## config.mk

```make
export PLATFORM = sky130hd
export DESIGN_NAME = gls_front
export DESIGN_NICKNAME = d
export VERILOG_FILES = /design/src/gls_pkg.sv /design/src/gls_front.sv
export SDC_FILE = /design/constraint.sdc
export NUM_CORES = 1
export LEC_CHECK = 0
export ABC_AREA = 1
export BUFFER_PORTS_ARGS = -buffer_cell sky130_fd_sc_hd__buf_2
export CORE_ASPECT_RATIO = 0.5
export CORE_MARGIN = 3
export CORE_UTILIZATION = 57
export DETAILED_ROUTE_END_ITERATION = 12
export PLACE_DENSITY = 0.93
export RECOVER_POWER = 50
export SYNTH_ARGS = -nofsm -noshare
export SYNTH_HDL_FRONTEND = slang
export SYNTH_SLANG_ARGS = --single-unit
```

## constraint.sdc

```tcl
create_clock -name clock -period 29.5 [get_ports clock]
set_input_delay 2.95 -clock clock [delete_from_list [all_inputs] [get_ports clock]]
set_output_delay 2.95 -clock clock [all_outputs]
set_load 0.1 [all_outputs]
```

## src/gls_pkg.sv

```systemverilog
`timescale 1ns / 1ps
`default_nettype none
// ----------------------------------------------------------------------------
// gls_pkg
// shared types and constants of the gain scheduled steering controller
// ----------------------------------------------------------------------------
package gls_pkg;

   localparam int TABLE_DEPTH_DEF = 1024;
   localparam int QUEUE_DEPTH     = 2;
   localparam int CSR_INDEX_W     = 1;
   localparam int CSR_DATA_W      = 32;

   localparam logic [30:0] MAX_STEER_RST = 31'd2293760;
   localparam logic [30:0] MATCH_TOL_RST = 31'd334;

   typedef enum logic [1:0] {
      CMD_COMPUTE = 2'd0,
      CMD_LOAD    = 2'd1,
      CMD_CLEAR   = 2'd2,
      CMD_NOP     = 2'd3
   } cmd_type;

   typedef enum logic [CSR_INDEX_W-1:0] {
      CSR_MAX_STEER = 1'b0,
      CSR_MATCH_TOL = 1'b1
   } csr_index_type;

   typedef enum logic [2:0] {
      ST_IDLE,
      ST_SCAN,
      ST_MUL2,
      ST_MUL3,
      ST_ACC,
      ST_SAT
   } back_state_type;

   typedef struct packed {
      logic signed [31:0] angle;
      logic signed [31:0] beta2;
      logic signed [31:0] beta3;
      logic signed [31:0] gain2;
      logic signed [31:0] gain3;
   } point_type;

   typedef struct packed {
      cmd_type            cmd;
      logic signed [31:0] desired;
      logic signed [31:0] meas_b2;
      logic signed [31:0] meas_b3;
      point_type          point;
   } item_type;

   typedef struct packed {
      logic [30:0] max_steer;
      logic [30:0] match_tol;
   } cfg_type;

   typedef struct packed {
      logic               valid;
      logic signed [31:0] steer_out;
      logic               matched;
      logic               saturated;
      logic               load_rejected;
   } rsp_type;

endpackage
`default_nettype wire

```

## src/gls_front.sv

```systemverilog
`timescale 1ns / 1ps
`default_nettype none
// ----------------------------------------------------------------------------
// gls_front
// accepts command transfers, classifies them and queues them for the back end
// ----------------------------------------------------------------------------
module gls_front (
   input  wire logic               clock,
   input  wire logic               reset,
   input  wire logic               start,
   output logic                    busy,
   input  wire logic [1:0]         in_cmd,
   input  wire logic signed [31:0] in_desired,
   input  wire logic signed [31:0] in_meas_b2,
   input  wire logic signed [31:0] in_meas_b3,
   input  wire gls_pkg::point_type in_point,
   output logic                    q_valid,
   output gls_pkg::item_type       q_item,
   input  wire logic               q_pop
);
   import gls_pkg::*;

   localparam int PW = (QUEUE_DEPTH > 1) ? $clog2(QUEUE_DEPTH) : 1;
   localparam int FW = $clog2(QUEUE_DEPTH + 1);

   item_type      entry_ff [QUEUE_DEPTH];
   item_type      new_item;
   logic [PW-1:0] wr_ptr_ff, wr_ptr_in;
   logic [PW-1:0] rd_ptr_ff, rd_ptr_in;
   logic [FW-1:0] fill_ff, fill_in;
   logic          push;
   logic          pop;

   assign busy    = (fill_ff == FW'(QUEUE_DEPTH));
   assign push    = start && !busy;
   assign q_valid = (fill_ff != '0);
   assign pop     = q_pop && q_valid;
   assign q_item  = entry_ff[rd_ptr_ff];

   // classify the command code
   always_comb begin
      new_item         = '0;
      new_item.desired = in_desired;
      new_item.meas_b2 = in_meas_b2;
      new_item.meas_b3 = in_meas_b3;
      new_item.point   = in_point;
      case (cmd_type'(in_cmd))
         CMD_COMPUTE: new_item.cmd = CMD_COMPUTE;
         CMD_LOAD:    new_item.cmd = CMD_LOAD;
         CMD_CLEAR:   new_item.cmd = CMD_CLEAR;
         default:     new_item.cmd = CMD_NOP;
      endcase
   end

   always_comb begin
      wr_ptr_in = wr_ptr_ff;
      rd_ptr_in = rd_ptr_ff;
      fill_in   = fill_ff;
      if (push) begin
         wr_ptr_in = (wr_ptr_ff == PW'(QUEUE_DEPTH - 1)) ? '0 : wr_ptr_ff + 1'b1;
      end
      if (pop) begin
         rd_ptr_in = (rd_ptr_ff == PW'(QUEUE_DEPTH - 1)) ? '0 : rd_ptr_ff + 1'b1;
      end
      if (push && !pop) begin
         fill_in = fill_ff + 1'b1;
      end else if (pop && !push) begin
         fill_in = fill_ff - 1'b1;
      end
   end

   always_ff @(posedge clock) begin
      if (reset) begin
         wr_ptr_ff <= '0;
         rd_ptr_ff <= '0;
         fill_ff   <= '0;
      end else begin
         wr_ptr_ff <= wr_ptr_in;
         rd_ptr_ff <= rd_ptr_in;
         fill_ff   <= fill_in;
      end
   end

   always_ff @(posedge clock) begin
      if (push) begin
         entry_ff[wr_ptr_ff] <= new_item;
      end
   end

endmodule
`default_nettype wire

```

==> out/metrics.csv, run 1 <==
metric,value,unit
p_per_area,114.6,mW/mm2
place_inst,1809,
setup_viol,0,
antenna_found_initial,9,
fin_crit_sh,27.37,%
track_usage,24.24,%
clkSlewWorstSetupHoldPaths,0.07,ns
rows,47,
first_global_vias,10690,
avgSynthCellArea,23.42,um2
dieWidth,269.0,um
finalClockSkew,0.009760,ns
worstMarginPinSlew,3.877,ns
max_freq,0.1238,GHz
finalHoldViolations,0,
fin_tns_setup,0,ns
dp_hpwl,33910,um
p_leak,8.911,nW
worstSetupEndpointType,register,
drtIter0Drc,790,
cts.sinks,521,
final_common_cell,edfxtp_1,
die_y,137.5,um
fin_area,0.02386,mm2
finalMaxSlewViolations,191,
place_area,0.02269,mm2
layout_min_cycle_time,8.074,ns
critPathKind,input port to register,
h-tree-depth,2,
fin_cells,1896,
ir_drop,0.0001022,V
pin_count,522,
rsz0062_at_grt,no,
worstPathArrival,8.24,ns
wl,46530,um
setup_ws,21.43,ns
dp_slack,23.14,ns
cp.required,29.67,ns
post_route_cells_drive_above_1_share,47.68,%
drt-wirelength-per-cell,24.54,um
cts_setup_buffers,0,
critical_path.max_fanout,70,
final_cell_mix,"edfxtp_1 (516), buf_2 (351), mux2_4 (201)",
via_per_inst,5.377,
drv_cap,3,
syn_to_final_growth,20.99,%
ys_seq_area_share,79.09,%
synth_fp_nets,1105,
yosysWarnings,0,
ys_ff_latch,521,
core_area,0.03358,mm2
fin_nets,1653,
gp_congestion,0.9839,
synth_cells,842,
die_area,0.03700,mm2
postRouteAntennaNets,0,
start_util,58.72,%
slew_headroom,-158.5,%
firstDrtPassIters,5,
root_buffer,clkbuf_16,
status,"complete, but fails checks",
cts_buffer_depth,3,
violations,"capacitance limit, slew limit",
synth_cell_types,16,
start_kind,input port,
hold_class,register to register,
grt_pass1_wl,65710,um
cts_tree,built,
cts_hold_buf,0,
overflow,0,
grt_max_degree,73,
fill_cells,2167,
synth_area,0.01972,mm2
cts_buffers,44,
cts_resized,0,
insertion_delay,0.54,ns
drc,0,
vias,10200,
portBuffers,521,
layout make-up:
class,instances,area [um2],area share (%)
Clock inverter,24,205.2,0.8601
Timing Repair Buffer,533,2474,10.37
Sequential cell,521,15600,65.39
Multi-Input combinational cell,282,3785,15.87
Tap cell,465,581.8,2.439
Antenna cell,9,22.52,0.09440
Inverter,8,30.03,0.1259
Clock buffer,54,1160,4.862
where the power goes:
part	internal, W	total, W	leakage (nW)	switching, W
sequential	0.000943	0.000980	4.85	0.0000370
combinational	0.000233	0.00119	3.39	0.000959
clock	0.000314	0.000561	0.672	0.000248
total	0.00149	0.00273	8.91	0.00124
worst max-delay path, stage by stage:
cell and delay [ns]:
buf_2 0.07, o21ai_0 0.26, nor2_4 0.18, clkbuf_1 2.71, buf_4 1.09, buf_4 0.80
kinds of logic (layout without fill, tap and decap cells):
family                   count (synthesis)  after routing  share of synthesized area [%]
buffers and inverters                   39            619                          1.789
other                                    0              9                              0
AO/OA/AOI/OAI                            5              5                         0.1269
adder cells (fa/ha/maj)                  1              1                        0.06345
AND/OR/NAND/NOR                         18             18                         0.3681
flip-flops                             521            521                          79.09
multiplexers                           258            258                          18.56
metal layers:
| layer | GRT usage [%] | part of all wire (%) |
|---|---|---|
| met5 | 0 | 0.028 |
| met2 | 45.06 | 56 |
| met3 | 4.622 | 4.8 |
| met1 | 26.79 | 33 |
| met4 | 12.63 | 5.4 |
per-stage QoR:
stage          total power (W)  utilization, %  hold slack (ns)
2_1_floorplan         0.002069               -           0.4645
3_3_place_gp          0.002163           67.58           0.4817
3_5_place_dp          0.002187           67.58           0.5407
4_1_cts               0.002746           71.65           0.5485
5_1_grt               0.002808           71.04           0.5885
6_report              0.002734           71.05           0.5536
sequential cells by signal, summed over array words and instances (netlist names), named ones only:
name and cells:
rd_ptr_ff 1, fill_ff 2, wr_ptr_ff 1, entry_ff 516
path summary, 6_finish.rpt:
path / startpoint / end / slack (ns) / cells past startpoint
worst max-delay path: start / entry_ff[0][174]$_DFFE_PP_ / 21.43 / 6
worst min-delay path: fill_ff[0]$_SDFFE_PP0P_ / fill_ff[0]$_SDFFE_PP0P_ / 0.55 / 2
worst max register to register: fill_ff[1]$_SDFFE_PP0P_ / entry_ff[0][174]$_DFFE_PP_ / 23.49 / 6
worst min register to register: fill_ff[0]$_SDFFE_PP0P_ / fill_ff[0]$_SDFFE_PP0P_ / 0.55 / 2
Yosys cell counts:
library cell	n	area share (%)
mux2_2	57	3.3
nand4_1	1	0.032
mux2_4	201	15
o21ai_0	3	0.076
edfxtp_1	516	79
nand3_1	2	0.051
ha_1	1	0.063
buf_8	2	0.15
clkbuf_1	2	0.038
nand2_1	7	0.13
nor2_1	8	0.15
a21oi_1	2	0.051
buf_2	3	0.076
buf_6	24	1.4
dfxtp_1	5	0.51
inv_1	8	0.15
No activity file was read; power rests on OpenSTA's default activity.
==> run 2: changes to the inputs <==
--- a/config.mk
+++ b/config.mk
@@ -9,9 +9,9 @@
 export BUFFER_PORTS_ARGS = -buffer_cell sky130_fd_sc_hd__buf_2
 export CORE_ASPECT_RATIO = 0.5
 export CORE_MARGIN = 3
-export CORE_UTILIZATION = 57
+export CORE_UTILIZATION = 53
 export DETAILED_ROUTE_END_ITERATION = 12
-export PLACE_DENSITY = 0.93
+export PLACE_DENSITY = 0.88
 export RECOVER_POWER = 50
 export SYNTH_ARGS = -nofsm -noshare
 export SYNTH_HDL_FRONTEND = slang
==> constraint.sdc (replaced) <==
create_clock -name clock -period 7.8 [get_ports clock]
set_input_delay 0.78 -clock clock [delete_from_list [all_inputs] [get_ports clock]]
set_output_delay 0.78 -clock clock [all_outputs]
set_load 0.1 [all_outputs]
==> run 2 against run 1 <==
The run still ends with capacitance limit, slew limit left. Utilization shrank 5.2 points. Register-to-register slack lost 21 ns. Clock-buffer cell count grew 12. Clock power grew to 3.8 times the previous value. Highest routed layer unchanged.
==> out/metrics.csv, run 2 (same netlist as run 1, synthesis figures left out) <==
metric,value,unit
track_usage,22.02,%
root_buffer,clkbuf_16,
drt-wirelength-per-cell,23.67,um
seqPwrFrac,35.4,%
final_cell_mix,"edfxtp_1 (516), buf_2 (352), mux2_4 (201)",
crit_start,fill_ff[1]$_SDFFE_PP0P_,
insertion_delay,0.54,ns
finalClockSkew,0.01233,ns
die_area,0.03969,mm2
endpoint,entry_ff[1][60]$_DFFE_PP_,
cts.sinks,521,
ir_drop,0.0003015,V
largest_reg_flops,516,
status,"complete, but fails checks",
firstDrtPassIters,4,
p_per_area,433.5,mW/mm2
combPwrFrac,43.8,%
cts_resized,0,
postRouteAntennaNets,0,
cts_buffer_depth,3,
setup_viol,0,
die_y,142.4,um
reg2regPathDepth,4,
max_freq,0.1914,GHz
hold_class,input port to register,
critical_path.max_fanout,63,
slew_headroom,-138.7,%
r2r_setup_slack,2.57,ns
post_route_cells_drive_above_1_share,47.67,%
grt_pass1_wl,65760,um
cts_hold_buf,0,
start_kind,register,
grt_max_degree,177,
critPathKind,register to register,
internal_power,0.005658,W
layout_min_cycle_time,5.226,ns
p_switching,0.004707,W
core_area,0.03629,mm2
cts_setup_buffers,0,
syn_to_final_growth,21.26,%
fin_crit_sh,67.00,%
cp.required,7.86,ns
wl,45190,um
top_register,entry_ff,
violations,"capacitance limit, slew limit",
reg2reg_from,fill_ff[1]$_SDFFE_PP0P_,
drtIter0Drc,653,
fill_cells,2459,
fin_tns_setup,0,ns
p_total,0.01036,W
h-tree-depth,2,
start_util,54.33,%
fin_nets,1649,
finalHoldViolations,0,
vias,10040,
clkSlewWorstSetupHoldPaths,0.06,ns
antenna_found_initial,9,
final_common_cell,edfxtp_1,
finalMaxSlewViolations,170,
timing.rr.end,entry_ff[1][60]$_DFFE_PP_,
swShare,45.41,%
cts_tree,built,
gp_congestion,0.8687,
via_per_inst,5.258,
dp_hpwl,31970,um
overflow,0,
cts_buffers,45,
first_global_vias,10850,
reg_top3,"entry_ff (516), fill_ff (2)",
hold_ws,0.4261,ns
drv_cap,4,
worstMarginPinSlew,3.580,ns
worstPathArrival,5.28,ns
p_leak,8.912,nW
pin_count,522,
portBuffers,521,
rsz0062_at_grt,no,
dieWidth,278.8,um
p_clk_share,20.8,%
worstSetupEndpointType,register,
rows,49,
drc,0,
run 2: changes by cell type in the layout (fill, tap and decap cells not counted), moves of 3 or more:
cell and delta:
clkinv_1 -9, buf_12 +3, clkinv_2 -5, buf_4 -7, clkbuf_8 +5
run 2: worst min path at each step:
| stage | startpoint | endpoint | slack, ns | depth (start not counted) |
|---|---|---|---|---|
| 2_1_floorplan | rd_ptr_ff$_SDFFE_PP0P_ | register | 0.46 | 2 |
| 5_1_grt | in_desired[26] | entry_ff[0][250]$_DFFE_PP_ | 0.39 | 1 |
| 4_1_cts | in_point[145] | entry_ff[1][145]$_DFFE_PP_ | 0.39 | 1 |
| 3_3_place_gp | rd_ptr_ff$_SDFFE_PP0P_ | register | 0.48 | 2 |
| 6_report | in_point[58] | entry_ff[0][58]$_DFFE_PP_ | 0.43 | 1 |
| 3_5_place_dp | rd_ptr_ff$_SDFFE_PP0P_ | register | 0.51 | 2 |
run 2: per-layer routing:
layer / vias to the layer above / part of all wire [%] / global-route usage [%]
li1: 4435 / - / -
met1: 5126 / 34 / 24.39
met2: 346 / 57 / 42.17
met3: 129 / 4.5 / 4.147
met4: 2 / 4.1 / 8.938
met5: - / 0.029 / 0
run 2: through the flow:
stage	setup slack [ns]	std cells	utilization (%)	cell area, um2
floorplan	-0.3682	842	-	19720
global placement	4.793	1823	62.59	22720
detailed placement	4.746	1823	62.59	22720
CTS	4.157	1900	66.47	24130
global route	2.122	1908	65.87	23910
finish	2.574	1909	65.88	23910
run 2: cell type report:
type | count | area [um2] | share of cell area (%)
Antenna cell | 9 | 22.52 | 0.09419
Clock buffer | 66 | 1297 | 5.426
Clock inverter | 11 | 111.4 | 0.4657
Inverter | 8 | 30.03 | 0.1256
Multi-Input combinational cell | 282 | 3770 | 15.77
Sequential cell | 521 | 15600 | 65.22
Tap cell | 484 | 605.6 | 2.533
Timing Repair Buffer | 528 | 2479 | 10.37
run 2: worst max-delay path, cell delays in order (launching register included):
cell and delay [ns]:
dfxtp_1 0.32, inv_1 0.12, o21ai_0 0.19, nor2_1 1.43, clkbuf_1 2.61
run 2: power by group through the flow:
stage	combinational, W	clock (W)	sequential, W
final	0.00454	0.00215	0.00367
after global routing	0.00465	0.00231	0.00370
after CTS	0.00458	0.00220	0.00366
after detailed placement	0.00457	0	0.00372
after global placement	0.00452	0	0.00369
after floorplan	0.00398	0	0.00376
==> run 3: changes to the inputs <==
--- a/config.mk
+++ b/config.mk
@@ -9,9 +9,9 @@
 export BUFFER_PORTS_ARGS = -buffer_cell sky130_fd_sc_hd__buf_2
 export CORE_ASPECT_RATIO = 0.5
 export CORE_MARGIN = 3
-export CORE_UTILIZATION = 53
+export CORE_UTILIZATION = 47
 export DETAILED_ROUTE_END_ITERATION = 12
-export PLACE_DENSITY = 0.88
+export PLACE_DENSITY = 0.83
 export RECOVER_POWER = 50
 export SYNTH_ARGS = -nofsm -noshare
 export SYNTH_HDL_FRONTEND = slang
==> constraint.sdc (replaced) <==
create_clock -name clock -period 4.59 [get_ports clock]
set_input_delay 0.459 -clock clock [delete_from_list [all_inputs] [get_ports clock]]
set_output_delay 0.459 -clock clock [all_outputs]
set_load 0.1 [all_outputs]
==> run 3 against run 2 <==
The flow still finishes with violations (capacitance limit, slew limit). Critical path depth stayed put. Critical endpoint is now entry_ff[1][91]$_DFFE_PP_. Via count about the same. Combinational power is 70% higher. Register-to-register slack worse by 1.5 ns. Wire length is 2.8% higher. Highest routed layer unchanged. First-iteration DRC count grew 36%. Sequential power grew 70%. Largest cell class unchanged.
==> out/metrics.csv, run 3 (same netlist as run 1, synthesis figures left out) <==
metric,value,unit
status,"complete, but fails checks",
violations,"capacitance limit, slew limit",
worstSetupEndpointType,register,
fin_nets,1663,
max_freq,0.2851,GHz
rows,52,
cts_hold_buf,0,
core_area,0.04092,mm2
grt_pass1_wl,63820,um
worstPathArrival,3.65,ns
drc,0,
p_per_area,737.1,mW/mm2
grtUsageMet2,36.43,%
gp_congestion,0.8871,
ir_drop,0.0004477,V
cts_resized,0,
final_common_cell,edfxtp_1,
h-tree-depth,2,
via_per_inst,5.055,
portBuffers,521,
worstMarginPinSlew,2.467,ns
antenna_found_initial,11,
vias,10030,
p_leak,9.172,nW
grtUsageMet1,22.91,%
drv_cap,2,
insertion_delay,0.54,ns
start_kind,register,
root_buffer,clkbuf_16,
post_route_cells_drive_above_1_share,51.60,%
start_util,48.18,%
first_global_vias,10090,
top_usage_layer,met2,
critical_path.max_fanout,103,
fill_cells,3002,
postRouteAntennaNets,0,
slew_headroom,-65.07,%
setup_viol,0,
finalHoldViolations,0,
cts_setup_buffers,0,
pin_count,522,
place_area,0.02294,mm2
die_area,0.04460,mm2
critPathKind,register to register,
grt_max_degree,104,
clkSlewWorstSetupHoldPaths,0.07,ns
wl,46460,um
multi_input_area,0.003770,mm2
cts_tree,built,
setup_ws,1.082,ns
cp.required,4.73,ns
reg2reg_from,fill_ff[1]$_SDFFE_PP0P_,
min_from,in_desired[17],
final_cell_mix,"edfxtp_1 (516), buf_2 (402), mux2_4 (201)",
overflow,0,
syn_to_final_growth,23.15,%
crit_start,fill_ff[1]$_SDFFE_PP0P_,
dp_slack,1.896,ns
die_y,150.8,um
layout_min_cycle_time,3.508,ns
dp_hpwl,33200,um
firstDrtPassIters,4,
dieWidth,295.7,um
reg_top3,"entry_ff (516), fill_ff (2)",
final_util,59.33,%
hold_class,input port to register,
finalClockSkew,0.01273,ns
fin_crit_sh,76.42,%
fin_tns_setup,0,ns
finalMaxSlewViolations,230,
cts.sinks,521,
track_usage,19.61,%
fin_area,0.02428,mm2
cts_buffers,47,
drt-wirelength-per-cell,23.42,um
use_met3,3.121,%
top_register,entry_ff,
cts_buffer_depth,3,
largest_reg_flops,516,
regArea,0.01560,mm2
drtIter0Drc,889,
rsz0062_at_grt,no,
## run 3: cell count changes in the layout (fill, tap and decap cells not counted), moves of 4 or more
| cell | previous run | this run |
|---|---|---|
| buf_2 | 352 | 402 |
| buf_4 | 2 | 9 |
| bufinv_16 | 2 | 6 |
| clkbuf_1 | 183 | 126 |
| clkbuf_8 | 5 | 0 |
| clkinv_1 | 3 | 14 |
## run 3: power by group
| part | switching (W) | internal [W] |
|---|---|---|
| logic | 0.00617 | 0.00154 |
| registers | 0.000225 | 0.00603 |
| clock network | 0.00166 | 0.00227 |
| total | 0.00806 | 0.00984 |
## run 3: cell type report
type / instances / share of cell area (%)
diodes: 10 / 0.1031
clock buffers: 55 / 5.142
clock inverters: 28 / 1.159
inverters: 8 / 0.1237
multi-input cells: 282 / 15.53
flip-flops and latches: 521 / 64.24
well taps: 540 / 2.783
repair buffers: 540 / 10.92
## run 3: worst paths after layout
path | end | slack, ns | depth (start not counted)
setup / recovery | entry_ff[1][91]$_DFFE_PP_ | 1.08 | 4
hold / removal | entry_ff[1][241]$_DFFE_PP_ | 0.10 | 1
setup reg to reg | entry_ff[1][91]$_DFFE_PP_ | 1.08 | 4
hold reg to reg | rd_ptr_ff$_SDFFE_PP0P_ | 0.51 | 2
## run 3: per-layer routing
metal  share of wire, %  wire length (um)  vias to the layer above
met4                3.5              1612                        2
met1                 36             16680                     5160
li1                   -                 -                     4476
met3                4.4              2057                       94
met2                 56             26100                      297
met5              0.028                13                        -
## run 3: critical path, stage by stage (launching register included)
cell,delay (ns)
dfxtp_1,0.31
inv_1,0.10
o21ai_0,0.17
nor2_1,1.05
clkbuf_4,1.31
## run 3: through the flow
stage                     hold WS, ns  instances  power [W]
after floorplan                0.4645        842    0.01308
after global placement         0.4808       1891    0.01403
after detailed placement       0.5059       1891    0.01411
after CTS                     0.06345       1974    0.01806
after global routing          0.06882       1983    0.01841
final                          0.1002       1984    0.01790
